===== config.mk =====
export PLATFORM = sky130hd
export DESIGN_NAME = ldpc_bit_flip_decoder
export DESIGN_NICKNAME = d
export VERILOG_FILES = /design/src/rtl/lbfd_pkg.sv /design/src/rtl/ldpc_bit_flip_decoder.sv /design/src/rtl/lbfd_ram.sv /design/src/rtl/lbfd_fails.sv
export VERILOG_INCLUDE_DIRS = /design/src /design/src/rtl
export SDC_FILE = /design/constraint.sdc
export NUM_CORES = 1
export LEC_CHECK = 0
export ABC_CLOCK_PERIOD_IN_PS = 11150
export BUFFER_PORTS_ARGS = -buffer_cell sky130_fd_sc_hd__buf_2
export CAP_MARGIN = 20
export CORE_MARGIN = 5
export CORE_UTILIZATION = 59
export DETAILED_ROUTE_END_ITERATION = 7
export PLACE_DENSITY_LB_ADDON = 0.05
export RECOVER_POWER = 25
export SYNTH_ARGS = -nofsm -noshare
export SYNTH_HDL_FRONTEND = slang
export SYNTH_SLANG_ARGS = --single-unit

===== constraint.sdc =====
create_clock -name clk_i -period 11.15 [get_ports clk_i]
set_input_delay 0.5575 -clock clk_i [delete_from_list [all_inputs] [get_ports clk_i]]
set_output_delay 0.5575 -clock clk_i [all_outputs]
set_load 0.1 [all_outputs]

===== src/rtl/ldpc_bit_flip_decoder_assert.svh =====
// Assertion macros for the LDPC bit-flipping decoder.
`ifndef LDPC_BIT_FLIP_DECODER_ASSERT_SVH
`define LDPC_BIT_FLIP_DECODER_ASSERT_SVH
`ifndef SYNTHESIS
`define LBFD_ASSERT_IMP(lbl, clk, rst_n, ante, cons, msg) \
  lbl: assert property (@(posedge clk) disable iff (!rst_n) (ante) |-> (cons)) \
    else $error(msg);
`define LBFD_ASSERT_NXT(lbl, clk, rst_n, ante, cons, msg) \
  lbl: assert property (@(posedge clk) disable iff (!rst_n) (ante) |=> (cons)) \
    else $error(msg);
`else
`define LBFD_ASSERT_IMP(lbl, clk, rst_n, ante, cons, msg)
`define LBFD_ASSERT_NXT(lbl, clk, rst_n, ante, cons, msg)
`endif
`endif


===== src/rtl/lbfd_pkg.sv =====
// Shared constants, types and helpers of the LDPC bit-flipping decoder.
`timescale 1ns / 1ps
package lbfd_pkg;

  // Code geometry
  localparam int CODE_BITS  = 32;
  localparam int CHECK_ROWS = 16;

  // Field widths
  localparam int ROW_IDX_W = 4;
  localparam int WORD_W    = 32;
  localparam int ITER_W    = 8;
  localparam int CLEN_W    = 6;
  localparam int CCNT_W    = 5;
  localparam int CFG_IDX_W = 2;
  localparam int CFG_DAT_W = 8;

  // Derived widths
  localparam int ROW_AW = (CHECK_ROWS > 1) ? $clog2(CHECK_ROWS) : 1;
  localparam int N_W    = $clog2(CODE_BITS + 1);
  localparam int M_W    = $clog2(CHECK_ROWS + 1);
  localparam int CNT_W  = $clog2(CHECK_ROWS + 1);
  localparam int CB_W   = (CNT_W > 1) ? $clog2(CNT_W) : 1;

  // Register reset values
  localparam logic [ITER_W-1:0] MAX_ITER_RST = ITER_W'(20);
  localparam logic [CLEN_W-1:0] CODE_LEN_RST = CLEN_W'(32);
  localparam logic [CCNT_W-1:0] CHK_CNT_RST  = CCNT_W'(16);

  typedef enum logic [CFG_IDX_W-1:0] {
    CFG_MAX_ITER = 2'd0,
    CFG_CODE_LEN = 2'd1,
    CFG_CHK_CNT  = 2'd2
  } cfg_reg_e;

  typedef enum logic {
    CMD_LOAD   = 1'b0,
    CMD_DECODE = 1'b1
  } cmd_e;

  // Control word from the sequencer to the failure counters
  typedef struct packed {
    logic                  clear;
    logic                  accum;
    logic [CODE_BITS-1:0]  hit_row;
    logic                  srch_init;
    logic                  srch_step;
    logic [CB_W-1:0]       bit_sel;
    logic [CODE_BITS-1:0]  init_mask;
  } fail_ctl_t;

  // Bit j set when j < n
  function automatic logic [CODE_BITS-1:0] low_mask(input logic [N_W-1:0] n);
    logic [CODE_BITS-1:0] mask;
    for (int j = 0; j < CODE_BITS; j++) begin
      mask[j] = (j < int'(n));
    end
    return mask;
  endfunction

  // Bit j set when j + m < n, i.e. the information bits
  function automatic logic [CODE_BITS-1:0] info_mask(input logic [N_W-1:0] n,
                                                     input logic [M_W-1:0] m);
    logic [CODE_BITS-1:0] mask;
    for (int j = 0; j < CODE_BITS; j++) begin
      mask[j] = ((j + int'(m)) < int'(n));
    end
    return mask;
  endfunction

endpackage


===== src/rtl/ldpc_bit_flip_decoder.sv =====
// Top level of the hard-decision LDPC bit-flipping decoder.
`timescale 1ns / 1ps
`include "ldpc_bit_flip_decoder_assert.svh"
// Usage
//   Command channel: a word is taken at a rising edge with start high and busy low.
//   command_i = load writes row_bits_i into check row row_index_i in that same edge;
//   busy never rises and no result follows, so loads go at one per cycle.
//   command_i = decode latches received_bits_i and raises busy until the result.
//   Result: data_bits_o, iterations_o and converged_o are valid for exactly one cycle
//   while done_o is high; the receiver cannot stall, so the result is simply shown.
//   A decode runs iterations. One whose syndrome fails takes an iteration check,
//   m rows read from the row RAM, a drain state for the registered read, an evaluate
//   state, a 5-step maximum search and a flip. One that converges ends at its
//   evaluate state; the iteration check ends the decode at once when the iteration
//   limit is reached or no checks are in use (m = rows in use).
//   The row RAM read port, one row a cycle, sets the pace.
//   Configuration: cfg_valid_i/cfg_ready_o with cfg_index_i, cfg_data_i; ready only
//   while idle. Index 0 max iterations, 1 code length, 2 check count, others ignored.
//   Reset: registers go to 20, 32, 16; every check row reads as zero until loaded
//   (per-row valid flags, so no clearing pass is needed).
module ldpc_bit_flip_decoder (
  input  logic                                clk_i,
  input  logic                                rst_ni,
  // command channel
  input  logic                                start,
  output logic                                busy,
  input  logic                                command_i,
  input  logic [lbfd_pkg::ROW_IDX_W-1:0]      row_index_i,
  input  logic [lbfd_pkg::WORD_W-1:0]         row_bits_i,
  input  logic [lbfd_pkg::WORD_W-1:0]         received_bits_i,
  // result
  output logic                                done_o,
  output logic [lbfd_pkg::WORD_W-1:0]         data_bits_o,
  output logic [lbfd_pkg::ITER_W-1:0]         iterations_o,
  output logic                                converged_o,
  // configuration
  input  logic                                cfg_valid_i,
  output logic                                cfg_ready_o,
  input  logic [lbfd_pkg::CFG_IDX_W-1:0]      cfg_index_i,
  input  logic [lbfd_pkg::CFG_DAT_W-1:0]      cfg_data_i
);

  typedef enum logic [6:0] {
    S_IDLE  = 7'b0000001,
    S_ITER  = 7'b0000010,
    S_ROWS  = 7'b0000100,
    S_DRAIN = 7'b0001000,
    S_EVAL  = 7'b0010000,
    S_SRCH  = 7'b0100000,
    S_FLIP  = 7'b1000000
  } state_e;

  state_e state_q, state_d;

  // configuration registers
  logic [lbfd_pkg::ITER_W-1:0] max_iter_q;
  logic [lbfd_pkg::CLEN_W-1:0] code_len_q;
  logic [lbfd_pkg::CCNT_W-1:0] chk_cnt_q;

  // decode datapath
  logic [lbfd_pkg::CODE_BITS-1:0]  word_q, word_d;
  logic [lbfd_pkg::ITER_W-1:0]     iter_q, iter_d;
  logic [lbfd_pkg::ROW_AW-1:0]     row_q, row_d;
  logic [lbfd_pkg::CB_W-1:0]       bit_q, bit_d;
  logic                            rd_pend_q, rd_pend_d;
  logic                            rd_vld_q;
  logic                            fail_any_q, fail_any_d;
  logic [lbfd_pkg::CHECK_ROWS-1:0] row_vld_q;

  // result registers
  logic                            done_q, done_d;
  logic [lbfd_pkg::WORD_W-1:0]     data_q, data_d;
  logic [lbfd_pkg::ITER_W-1:0]     iter_out_q, iter_out_d;
  logic                            conv_q, conv_d;

  logic                            accept, load_we, row_ok, last_row;
  logic [lbfd_pkg::N_W-1:0]        n_eff;
  logic [lbfd_pkg::M_W-1:0]        m_eff;
  logic [lbfd_pkg::CODE_BITS-1:0]  nmask, kmask, rd_data, row_eff, cand;
  logic                            par;
  lbfd_pkg::fail_ctl_t             fctl;

  assign busy        = (state_q != S_IDLE);
  assign accept      = start && !busy;
  assign cfg_ready_o = !busy;

  // effective code length and row count, clamped to the built geometry
  assign n_eff = (int'(code_len_q) > lbfd_pkg::CODE_BITS) ?
                 lbfd_pkg::N_W'(lbfd_pkg::CODE_BITS) : lbfd_pkg::N_W'(code_len_q);
  assign m_eff = (int'(chk_cnt_q) > lbfd_pkg::CHECK_ROWS) ?
                 lbfd_pkg::M_W'(lbfd_pkg::CHECK_ROWS) : lbfd_pkg::M_W'(chk_cnt_q);
  assign nmask = lbfd_pkg::low_mask(n_eff);
  assign kmask = lbfd_pkg::info_mask(n_eff, m_eff);

  assign row_ok  = (int'(row_index_i) < lbfd_pkg::CHECK_ROWS);
  assign load_we = accept && (command_i == lbfd_pkg::CMD_LOAD) && row_ok;

  lbfd_ram #(
    .WIDTH (lbfd_pkg::CODE_BITS),
    .DEPTH (lbfd_pkg::CHECK_ROWS)
  ) u_rows (
    .clk_i   (clk_i),
    .we_i    (load_we),
    .waddr_i (lbfd_pkg::ROW_AW'(row_index_i)),
    .wdata_i (lbfd_pkg::CODE_BITS'(row_bits_i)),
    .re_i    (state_q == S_ROWS),
    .raddr_i (row_q),
    .rdata_o (rd_data)
  );

  // a row never loaded reads as zero
  assign row_eff  = rd_data & nmask & {lbfd_pkg::CODE_BITS{rd_vld_q}};
  assign par      = ^(row_eff & word_q);
  assign last_row = ((lbfd_pkg::M_W'(row_q) + lbfd_pkg::M_W'(1)) == m_eff);

  always_comb begin
    state_d    = state_q;
    word_d     = word_q;
    iter_d     = iter_q;
    row_d      = row_q;
    bit_d      = bit_q;
    rd_pend_d  = 1'b0;
    fail_any_d = fail_any_q;
    done_d     = 1'b0;
    data_d     = data_q;
    iter_out_d = iter_out_q;
    conv_d     = conv_q;

    fctl           = '0;
    fctl.bit_sel   = bit_q;
    fctl.init_mask = nmask;

    // parity of the row that arrived this cycle
    if (rd_pend_q) begin
      fctl.accum   = 1'b1;
      fctl.hit_row = par ? row_eff : '0;
      if (par) begin
        fail_any_d = 1'b1;
      end
    end

    unique case (state_q)
      S_IDLE: begin
        if (accept && (command_i == lbfd_pkg::CMD_DECODE)) begin
          word_d  = lbfd_pkg::CODE_BITS'(received_bits_i) & nmask;
          iter_d  = '0;
          state_d = S_ITER;
        end
      end
      S_ITER: begin
        if (iter_q == max_iter_q) begin
          // out of iterations
          done_d     = 1'b1;
          data_d     = lbfd_pkg::WORD_W'(word_q & kmask);
          iter_out_d = iter_q;
          conv_d     = 1'b0;
          state_d    = S_IDLE;
        end else if (m_eff == '0) begin
          // no checks in use: converges at once
          done_d     = 1'b1;
          data_d     = lbfd_pkg::WORD_W'(word_q & kmask);
          iter_out_d = iter_q + lbfd_pkg::ITER_W'(1);
          conv_d     = 1'b1;
          state_d    = S_IDLE;
        end else begin
          iter_d     = iter_q + lbfd_pkg::ITER_W'(1);
          row_d      = '0;
          fail_any_d = 1'b0;
          fctl.clear = 1'b1;
          state_d    = S_ROWS;
        end
      end
      S_ROWS: begin
        rd_pend_d = 1'b1;
        row_d     = row_q + lbfd_pkg::ROW_AW'(1);
        if (last_row) begin
          state_d = S_DRAIN;
        end
      end
      S_DRAIN: begin
        state_d = S_EVAL;
      end
      S_EVAL: begin
        if (!fail_any_q) begin
          done_d     = 1'b1;
          data_d     = lbfd_pkg::WORD_W'(word_q & kmask);
          iter_out_d = iter_q;
          conv_d     = 1'b1;
          state_d    = S_IDLE;
        end else begin
          fctl.srch_init = 1'b1;
          bit_d          = lbfd_pkg::CB_W'(lbfd_pkg::CNT_W - 1);
          state_d        = S_SRCH;
        end
      end
      S_SRCH: begin
        fctl.srch_step = 1'b1;
        if (bit_q == '0) begin
          state_d = S_FLIP;
        end else begin
          bit_d = bit_q - lbfd_pkg::CB_W'(1);
        end
      end
      S_FLIP: begin
        // candidates left are exactly the bits with the top count
        word_d  = word_q ^ cand;
        state_d = S_ITER;
      end
      default: begin
        state_d = S_IDLE;
      end
    endcase
  end

  lbfd_fails u_fails (
    .clk_i  (clk_i),
    .rst_ni (rst_ni),
    .ctl_i  (fctl),
    .cand_o (cand)
  );

  always_ff @(posedge clk_i or negedge rst_ni) begin
    if (!rst_ni) begin
      state_q    <= S_IDLE;
      iter_q     <= '0;
      row_q      <= '0;
      bit_q      <= '0;
      rd_pend_q  <= 1'b0;
      rd_vld_q   <= 1'b0;
      fail_any_q <= 1'b0;
      row_vld_q  <= '0;
      done_q     <= 1'b0;
      max_iter_q <= lbfd_pkg::MAX_ITER_RST;
      code_len_q <= lbfd_pkg::CODE_LEN_RST;
      chk_cnt_q  <= lbfd_pkg::CHK_CNT_RST;
    end else begin
      state_q    <= state_d;
      iter_q     <= iter_d;
      row_q      <= row_d;
      bit_q      <= bit_d;
      rd_pend_q  <= rd_pend_d;
      rd_vld_q   <= row_vld_q[row_q];
      fail_any_q <= fail_any_d;
      done_q     <= done_d;
      if (load_we) begin
        row_vld_q[lbfd_pkg::ROW_AW'(row_index_i)] <= 1'b1;
      end
      if (cfg_valid_i && cfg_ready_o) begin
        unique case (cfg_index_i)
          lbfd_pkg::CFG_MAX_ITER: max_iter_q <= cfg_data_i[lbfd_pkg::ITER_W-1:0];
          lbfd_pkg::CFG_CODE_LEN: code_len_q <= cfg_data_i[lbfd_pkg::CLEN_W-1:0];
          lbfd_pkg::CFG_CHK_CNT:  chk_cnt_q  <= cfg_data_i[lbfd_pkg::CCNT_W-1:0];
          default: ;
        endcase
      end
    end
  end

  // payload registers
  always_ff @(posedge clk_i) begin
    word_q     <= word_d;
    data_q     <= data_d;
    iter_out_q <= iter_out_d;
    conv_q     <= conv_d;
  end

  assign done_o       = done_q;
  assign data_bits_o  = data_q;
  assign iterations_o = iter_out_q;
  assign converged_o  = conv_q;

  `LBFD_ASSERT_NXT(a_done_single, clk_i, rst_ni, done_q, !done_q, "result strobe longer than one cycle")
  `LBFD_ASSERT_IMP(a_busy_fall, clk_i, rst_ni, $fell(busy), done_q, "decode ended without a result")
  `LBFD_ASSERT_IMP(a_iter_bound, clk_i, rst_ni, done_q, iter_out_q <= max_iter_q, "iteration count above limit")
  `LBFD_ASSERT_IMP(a_conv_iter, clk_i, rst_ni, done_q && conv_q, iter_out_q != '0, "converged with no iteration")

endmodule


===== src/rtl/lbfd_ram.sv =====
// Generic single-port-write, registered-read RAM.
`timescale 1ns / 1ps
module lbfd_ram #(
  parameter int WIDTH = 32,
  parameter int DEPTH = 16
) (
  input  logic                           clk_i,
  input  logic                           we_i,
  input  logic [$clog2(DEPTH > 1 ? DEPTH : 2)-1:0] waddr_i,
  input  logic [WIDTH-1:0]               wdata_i,
  input  logic                           re_i,
  input  logic [$clog2(DEPTH > 1 ? DEPTH : 2)-1:0] raddr_i,
  output logic [WIDTH-1:0]               rdata_o
);

  logic [WIDTH-1:0] mem_q [DEPTH];
  logic [WIDTH-1:0] rdata_q;

  always_ff @(posedge clk_i) begin
    if (we_i) begin
      mem_q[waddr_i] <= wdata_i;
    end
    if (re_i) begin
      rdata_q <= mem_q[raddr_i];
    end
  end

  assign rdata_o = rdata_q;

endmodule


===== src/rtl/lbfd_fails.sv =====
// Per-bit unsatisfied-check counters and the MSB-first maximum search.
`timescale 1ns / 1ps
`include "ldpc_bit_flip_decoder_assert.svh"
module lbfd_fails (
  input  logic                              clk_i,
  input  logic                              rst_ni,
  input  lbfd_pkg::fail_ctl_t               ctl_i,
  output logic [lbfd_pkg::CODE_BITS-1:0]    cand_o
);

  logic [lbfd_pkg::CODE_BITS-1:0][lbfd_pkg::CNT_W-1:0] cnt_q, cnt_d;
  logic [lbfd_pkg::CODE_BITS-1:0] cand_q, cand_d;
  logic [lbfd_pkg::CODE_BITS-1:0] hits;

  always_comb begin
    for (int j = 0; j < lbfd_pkg::CODE_BITS; j++) begin
      hits[j] = cand_q[j] & cnt_q[j][ctl_i.bit_sel];
    end
  end

  always_comb begin
    cnt_d  = cnt_q;
    cand_d = cand_q;
    if (ctl_i.clear) begin
      cnt_d = '0;
    end else if (ctl_i.accum) begin
      for (int j = 0; j < lbfd_pkg::CODE_BITS; j++) begin
        cnt_d[j] = cnt_q[j] + lbfd_pkg::CNT_W'(ctl_i.hit_row[j]);
      end
    end
    // keep only the candidates with this count bit set, if any have it
    if (ctl_i.srch_init) begin
      cand_d = ctl_i.init_mask;
    end else if (ctl_i.srch_step && (|hits)) begin
      cand_d = hits;
    end
  end

  always_ff @(posedge clk_i or negedge rst_ni) begin
    if (!rst_ni) begin
      cnt_q  <= '0;
      cand_q <= '0;
    end else begin
      cnt_q  <= cnt_d;
      cand_q <= cand_d;
    end
  end

  assign cand_o = cand_q;

  `LBFD_ASSERT_NXT(a_clear_zeroes, clk_i, rst_ni, ctl_i.clear, cnt_q == '0, "counters not cleared")
  `LBFD_ASSERT_NXT(a_init_loads, clk_i, rst_ni, ctl_i.srch_init, cand_q == $past(ctl_i.init_mask), "search mask not loaded")
  `LBFD_ASSERT_NXT(a_step_narrows, clk_i, rst_ni, ctl_i.srch_step && !ctl_i.srch_init, (cand_q & ~$past(cand_q)) == '0, "search widened the mask")

endmodule

; ---- Yosys cells after proc, flatten, opt, wreduce, memory -nomap -nowiden
; Memory sizes are Yosys's and may differ from the RTL's. A register that Yosys moved wholly into a read port is not among the register bits.
; Index checks and enable logic that the tools add are counted.
[word_totals]
memories = 1
elab_cells = 401
romBits = 0
ff_bits = 326
inputBits = 83
ramBits = 512
latchBits = 0
out_inout_bits = 44
[memory_table]
columns = memory, depth, word_bits, rd, rd_ports_with_merged_regs, wr, line
row1 = u_rows.mem_q, 16, 32, 1, 1, 1, lbfd_ram.sv:16  ; logic [WIDTH-1:0] mem_q [DEPTH];
[classes]
add_sub_neg = 67
multipliers = 0
reduce_logical = 28
eq_ne = 21
div_mod_pow = 0
order_cmp = 70
n_mux = 125
shift = 0
bitwise_logic = 40
[op_table]
columns = operator, n
row1 = 160-bit 2-to-1 mux, 2
row2 = 32-bit 2-to-1 mux, 7
row3 = 6-bit less-than comparator, 31
row4 = 5-bit by 1-bit adder with 5-bit output, 32
row5 = 32-bit bitwise AND, 5
row6 = 32-bit case mux with 2 select lines, 2
row7 = "5-bit by 5-bit adder with 6-bit output, first input constant", 16
row8 = 1-bit binary-select mux with 3-bit select, 32
row9 = "5-bit by 6-bit less-than comparator with 1-bit output, first input constant", 16
row10 = 1-bit 2-to-1 mux, 54
row11 = 7-bit case mux with 7 select lines, 1
row12 = "4-bit by 5-bit adder with 6-bit output, first input constant", 8
row13 = "4-bit by 6-bit less-than comparator with 1-bit output, first input constant", 8
row14 = 8-bit 2-to-1 mux, 6
row15 = 33-bit 2-to-1 mux, 1
row16 = 1-bit bitwise AND, 32
row17 = 8-bit case mux with 2 select lines, 2
row18 = 32-bit OR reduction, 1
row19 = 32-bit XOR reduction, 1
row20 = 32-bit XOR, 1
row21 = "3-bit by 5-bit adder with 6-bit output, first input constant", 4
row22 = "3-bit by 6-bit less-than comparator with 1-bit output, first input constant", 4
row23 = 7-bit 2-to-1 mux, 3
row24 = "2-bit inequality test, second input constant", 8
row25 = 47 further kinds, 74

; ---- Longest topological paths before layout
[logic_depth]
ltp_word = 12
ltp_mapped = 18
depth_no_buf = 14

; ---- By module
; From an unflattened synthesis, not the netlist that was laid out.
[unflattened]
hier_cells = 2923
hier_area_um2 = 40973.0
[modules_own_cells]
columns = mod, seq_area_each_um2, area_per_inst_um2, cells_per_inst, n_inst
row1 = lbfd_ram, 16335.7, 20155.6, 838, 1
row2 = lbfd_fails, 4804.6, 11145.7, 1092, 1
row3 = ldpc_bit_flip_decoder, 3724.8, 9671.8, 993, 1

; ---- Worst setup path before layout
; No wires, ideal clock.
[synth_path]
kind = flip-flop to flip-flop
start = register state_q[1]
end = memory u_rows.mem_q[0][0], enable pin
period_less_slack_ns = 4.409
path_slack_ns = 6.741
stages_incl_launch_ff = 7
setup_time_ns = 0.422
n_path_buf = 1
t_required_ns = 10.728
arrival_ns = 3.987
cell_sequence = dfrtp_1 -> nor3_1 -> and4b_1 -> clkbuf_1 -> nand2_1 -> or4_1 -> nor2_1
[synth_via]
elab_chain_cells = 6
[synth_lines]
columns = element, line
row1 = start: declaration, ldpc_bit_flip_decoder.sv:53  ; state_e state_q, state_d;
row2 = start signal: assignment, ldpc_bit_flip_decoder.sv:237  ; state_q <= state_d;
row3 = 7-bit by 1-bit inequality test with 1-bit output, ldpc_bit_flip_decoder.sv:83  ; assign busy = (state_q != S_IDLE);
row4 = 1-bit zero test, --
row5 = via cfg_ready_o, ldpc_bit_flip_decoder.sv:38  ; output logic cfg_ready_o,
row6 = 1-bit logical AND, ldpc_bit_flip_decoder.sv:84  ; assign accept = start && !busy;
row7 = 1-bit logical AND, ldpc_bit_flip_decoder.sv:96  ; assign load_we = accept && (command_i == lbfd_pkg::CMD_LOAD) && row_ok;
row8 = 1-bit 2-to-1 mux, lbfd_ram.sv:20  ; if (we_i) begin
row9 = 1-bit 2-to-1 mux (implied by the code), lbfd_ram.sv:21  ; mem_q[waddr_i] <= wdata_i;
row10 = end: declaration, lbfd_ram.sv:16
; The timed path passes the listed nets, and every way through them passes these cells.

; ---- Worst setup path in the final report
[layout_path]
start = register code_len_q[5] in the netlist's numbering
end = register u_fails.cnt_q[74] in the netlist's numbering
[layout_via]
elab_chain_cells = 12
elab_cells_between_ends = 43
cone_classes = 1 x add/sub / 33 x order compare / 5 x mux / 3 x bitwise / 1 x reduce/logical
[layout_lines]
columns = element, line
row1 = start: declaration, ldpc_bit_flip_decoder.sv:57  ; logic [lbfd_pkg::CLEN_W-1:0] code_len_q;
row2 = start signal: assignment, ldpc_bit_flip_decoder.sv:234  ; code_len_q <= lbfd_pkg::CODE_LEN_RST;
row3 = start signal: assignment, ldpc_bit_flip_decoder.sv:251  ; lbfd_pkg::CFG_CODE_LEN: code_len_q <= cfg_data_i[lbfd_pkg::CLEN_W-1:0];
row4 = 6-bit > comparator, ldpc_bit_flip_decoder.sv:88  ; assign n_eff = (int'(code_len_q) > lbfd_pkg::CODE_BITS) ?
row5 = 6-bit 2-to-1 mux *, ldpc_bit_flip_decoder.sv:88
row6 = 1-bit by 6-bit less-than comparator with 1-bit output (tied with other cells), lbfd_pkg.sv:56  ; mask[j] = (j < int'(n));
row7 = 32-bit bitwise AND * (2 in a row), ldpc_bit_flip_decoder.sv:112  ; assign row_eff = rd_data & nmask & {lbfd_pkg::CODE_BITS{rd_vld_q}};
row8 = 32-bit bitwise AND, ldpc_bit_flip_decoder.sv:113  ; assign par = ^(row_eff & word_q);
row9 = 32-bit XOR reduction, ldpc_bit_flip_decoder.sv:113
row10 = 32-bit 2-to-1 mux *, ldpc_bit_flip_decoder.sv:136  ; fctl.hit_row = par ? row_eff : '0;
row11 = 33-bit 2-to-1 mux *, ldpc_bit_flip_decoder.sv:134  ; if (rd_pend_q) begin
row12 = 5-bit by 1-bit adder with 5-bit output *, lbfd_fails.sv:28  ; cnt_d[j] = cnt_q[j] + lbfd_pkg::CNT_W'(ctl_i.hit_row[j]);
row13 = 160-bit 2-to-1 mux *, lbfd_fails.sv:26  ; end else if (ctl_i.accum) begin
row14 = 160-bit 2-to-1 mux *, lbfd_fails.sv:24  ; if (ctl_i.clear) begin
row15 = end signal: assignment, lbfd_fails.sv:44  ; cnt_q <= cnt_d;
row16 = end: declaration, lbfd_fails.sv:11  ; logic [lbfd_pkg::CODE_BITS-1:0][lbfd_pkg::CNT_W-1:0] cnt_q, cnt_d;
; Every way passes the cells marked *; elsewhere a longest branch is shown, timed or not. The select of a mux whose other input is x is not followed.
; A chain may end at the register's enable or synchronous reset.

==> flow_summary.ini <==
[critical_path]
path_common_cell = xnor3_1
crit_family = XOR/XNOR gates
timing.rr.start = code_len_q[5]
worstPathBufferInverterCount = 2
arrival_ns = 5.27
path_max_fanout = 29
cp.required_ns = 11.64
reg2regPathDepth = 15
crit_end = u_fails.cnt_q[74]
cp-end-kind = register
startpoint = code_len_q[5]
regToRegSetupSlack_ns = 6.36
path_depth = 15
cpPeakStageDelay_ns = 0.86
critPathLaunchType = register
crit_chain = inv_1, a21oi_1, xnor3_1, xnor3_1, xnor3_1, xnor3_1, and3b_1, o21ai_4, buf_4, nor2_1, ha_1, ha_1, nand4_1, xor2_1, nor2_1
path_class = reg2reg
worst_r2r_endpoint = u_fails.cnt_q[74]
slowest_stage = dfstp_2

[floorplan]
die_y_um = 272.0
io_pins = 127
coreArea_sq_um = 68350
die_w_um = 272.0
row_count = 96
initial_core_util_pct = 59.25
dieArea_sq_um = 73980

[cts]
cts_tree = yes
postCtsSetupBuffers = 0
cts.path.max_buffers = 3
clockRootBuffer = clkbuf_16
ctsResizeCount = 0
clkSlewWorstSetupHoldPaths_ns = 0.06
htree_levels = 3
insertion_delay_ns = 0.65
cts_buffers = 90
cts_sinks = 870
postCtsHoldBufs = 0

[pwr]
power_mw = 8.355
leakage_nw = 17.29
power.density_nw_per_um2 = 185.1
vdd_drop_max_mv = 0.3395

[timing]
relSlewSlack_pct = 25.73
rsz0062_at_grt = no
setup_viol = 0
fin_crit_ns = 4.786
fin_tns_setup_ns = 0
max_freq_mhz = 208.9
hold_violations = 4
clock-skew-final_ns = 0.02987
whs_ns = -0.005473
setup_slack_ns = 6.364
slew_viol_final = 0
fin_crit_sh_pct = 42.92
worstMarginPinSlew_ns = 1.110

[synthesis]
yosys.area_share.adder_pct = 5.252
yosysWarnings = 0
syn_area_sq_um = 40500
ys_seq_elements = 870
synth.top_cell.area_share_pct = 45.75
synth_cells = 3011
synth_edf_count = 617
synth_async_sr_flop_share_pct = 29.08
yosys.area_share.simple_pct = 8.469
synth_cell_types = 72
yosysSeqAreaShare_pct = 61.40
avgSynthCellArea_sq_um = 13.45
yosys-top-cells-area = edfxtp_1 (46%), dfrtp_1 (15%), mux2i_1 (5.9%)
synth_xor_area_share_pct = 4.267
synth_top_family_by_area = multiplexers
synth_compound_area_share_pct = 7.795
synth_top_area_cell = edfxtp_1
synth_mux_area_share_pct = 10.72
ys.flop_type = edfxtp_1

[run]
maxCapViolations = 0

[drt]
drt-total-wl_um = 103500
drc = 0
firstDrtPassIters = 6
drt_iter0_drc = 2550
wire_per_inst_um = 25.31
ant_nets = 0
via_count = 25600
vias_per_cell = 6.261

[grt]
grt_pass1_wl_um = 157100
grt_pass1_vias = 25800
grtUsageTotal_pct = 27.80
grt_overflow = 0
antenna_found_initial = 4
grt_max_degree = 116

[outcome]
status = complete, but fails checks
violations = hold timing

[placement]
place_congestion = 0.9552
placement.io_buffers = 126
dp_hpwl_um = 63730
dp_slack_ns = 6.457

[layout]
utilization_pct = 66.03
finalNetCount = 3381
syn_to_final_growth_pct = 11.44
drive_gt1_share_pct = 14.83

[min_path]
hp-class = in2async
## report_power, final
part	total, mW	internal (mW)	switching, mW
sequential	3.70	3.57	0.125
clock	3.00	1.73	1.27
combinational	1.66	0.721	0.934
## sequential cells by signal, indices dropped and copies added (netlist names)
| register | cells |
|---|---|
| row_q | 4 |
| bit_q | 3 |
| max_iter_q | 8 |
| u_rows.mem_q | 512 |
| fail_any_q | 1 |
| row_vld_q | 16 |
| done_o | 1 |
| converged_o | 1 |
| code_len_q | 6 |
| u_fails.cnt_q | 160 |
| chk_cnt_q | 5 |
| rd_vld_q | 1 |
| data_bits_o | 32 |
| iter_q | 8 |
| u_rows.rdata_o | 32 |
| iterations_o | 8 |
| u_fails.cand_o | 32 |
| rd_pend_q | 1 |
| word_q | 32 |
| state_q | 7 |
## per-layer routing
layer / vias to the layer above / GRT usage [%] / routed length (um)
li1: 11480 / - / -
met1: 13000 / 36.96 / 41770
met2: 887 / 47.56 / 51870
met3: 229 / 3.339 / 5685
met4: 2 / 10.53 / 4125
met5: - / 0 / 13
## cells by family (layout without fill, tap and decap cells)
| kind of cell | Yosys count | count (layout) |
|---|---|---|
| compound gates | 491 | 491 |
| xor+xnor | 187 | 187 |
| fa+ha+maj | 170 | 170 |
| buf+inv | 206 | 389 |
| flops | 870 | 870 |
| mux | 345 | 345 |
| other cells | 1 | 13 |
| simple gates | 741 | 741 |
## cell usage in the layout (no fill, tap or decap), types with 7 or more instances in the layout
cell and instances:
edfxtp_1 617, dfrtp_1 243, mux2i_1 237, nor2_1 235, nand2_1 229, ha_1 170
o21ai_0 158, xor2_1 108, a21oi_1 94, buf_2 94, clkbuf_16 90, nand4_1 74
xnor2_1 72, mux4_2 67, a21o_1 58, nand3_1 53, clkbuf_1 51, inv_1 45
buf_4 44, a22oi_1 42, mux2_2 41, nand2b_1 38, o22ai_1 35, a221oi_1 33
or2_2 22, a31o_2 21, clkinv_1 20, and3_1 17, nor2_4 16, clkinv_2 14
conb_1 11, o211ai_1 9, nor3_1 8, bufinv_16 8, clkbuf_8 7
## synth_stat cells, types with 24 or more instances
master	n
xor2_1	108
a21o_1	58
mux2i_1	237
a22oi_1	42
buf_1	24
nand3_1	54
a221oi_1	33
dfrtp_1	248
inv_1	46
nand2b_1	38
ha_1	170
nor2_1	252
clkbuf_1	109
edfxtp_1	617
xnor2_1	72
mux4_2	67
mux2_2	41
o21ai_0	158
o22ai_1	36
nand2_1	229
a21oi_1	94
nand4_1	74
## per-stage QoR
step / hold slack [ns] / std cells / area, sq um
6_report: -0.005473 / 4088 / 45130
2_1_floorplan: 0.2619 / 3021 / 40530
3_5_place_dp: 0.4497 / 3917 / 42170
5_1_grt: 0.05701 / 4088 / 45130
3_3_place_gp: 0.4465 / 3916 / 42140
4_1_cts: 0.02399 / 4085 / 45160
## cell type report
class                           instances  area, sq um
Sequential cell                       870        24880
Fill cell                            4982        23220
Multi-Input combinational cell       1945        14990
Clock buffer                          117         2424
Tap cell                              882         1104
Timing Repair Buffer                  173        984.7
Clock inverter                         51        561.8
Inverter                               48        180.2
Antenna cell                            2        5.005
## how the worst min path moves through the flow
| stage | cells after the start | endpoint | slack [ns] | from |
|---|---|---|---|---|
| 2_1_floorplan | 0 | bit_q[0] | 0.26 | rst_ni |
| 3_3_place_gp | 1 | row_vld_q[3] | 0.45 | row_vld_q[3] |
| 3_5_place_dp | 1 | row_vld_q[0] | 0.45 | row_vld_q[0] |
| 4_1_cts | 1 | u_fails.cnt_q[43] | 0.02 | rst_ni |
| 5_1_grt | 1 | u_fails.cnt_q[5] | 0.06 | rst_ni |
| 6_report | 1 | u_fails.cnt_q[23] | -0.005 | rst_ni |
No activity file was read; power rests on OpenSTA's default activity.
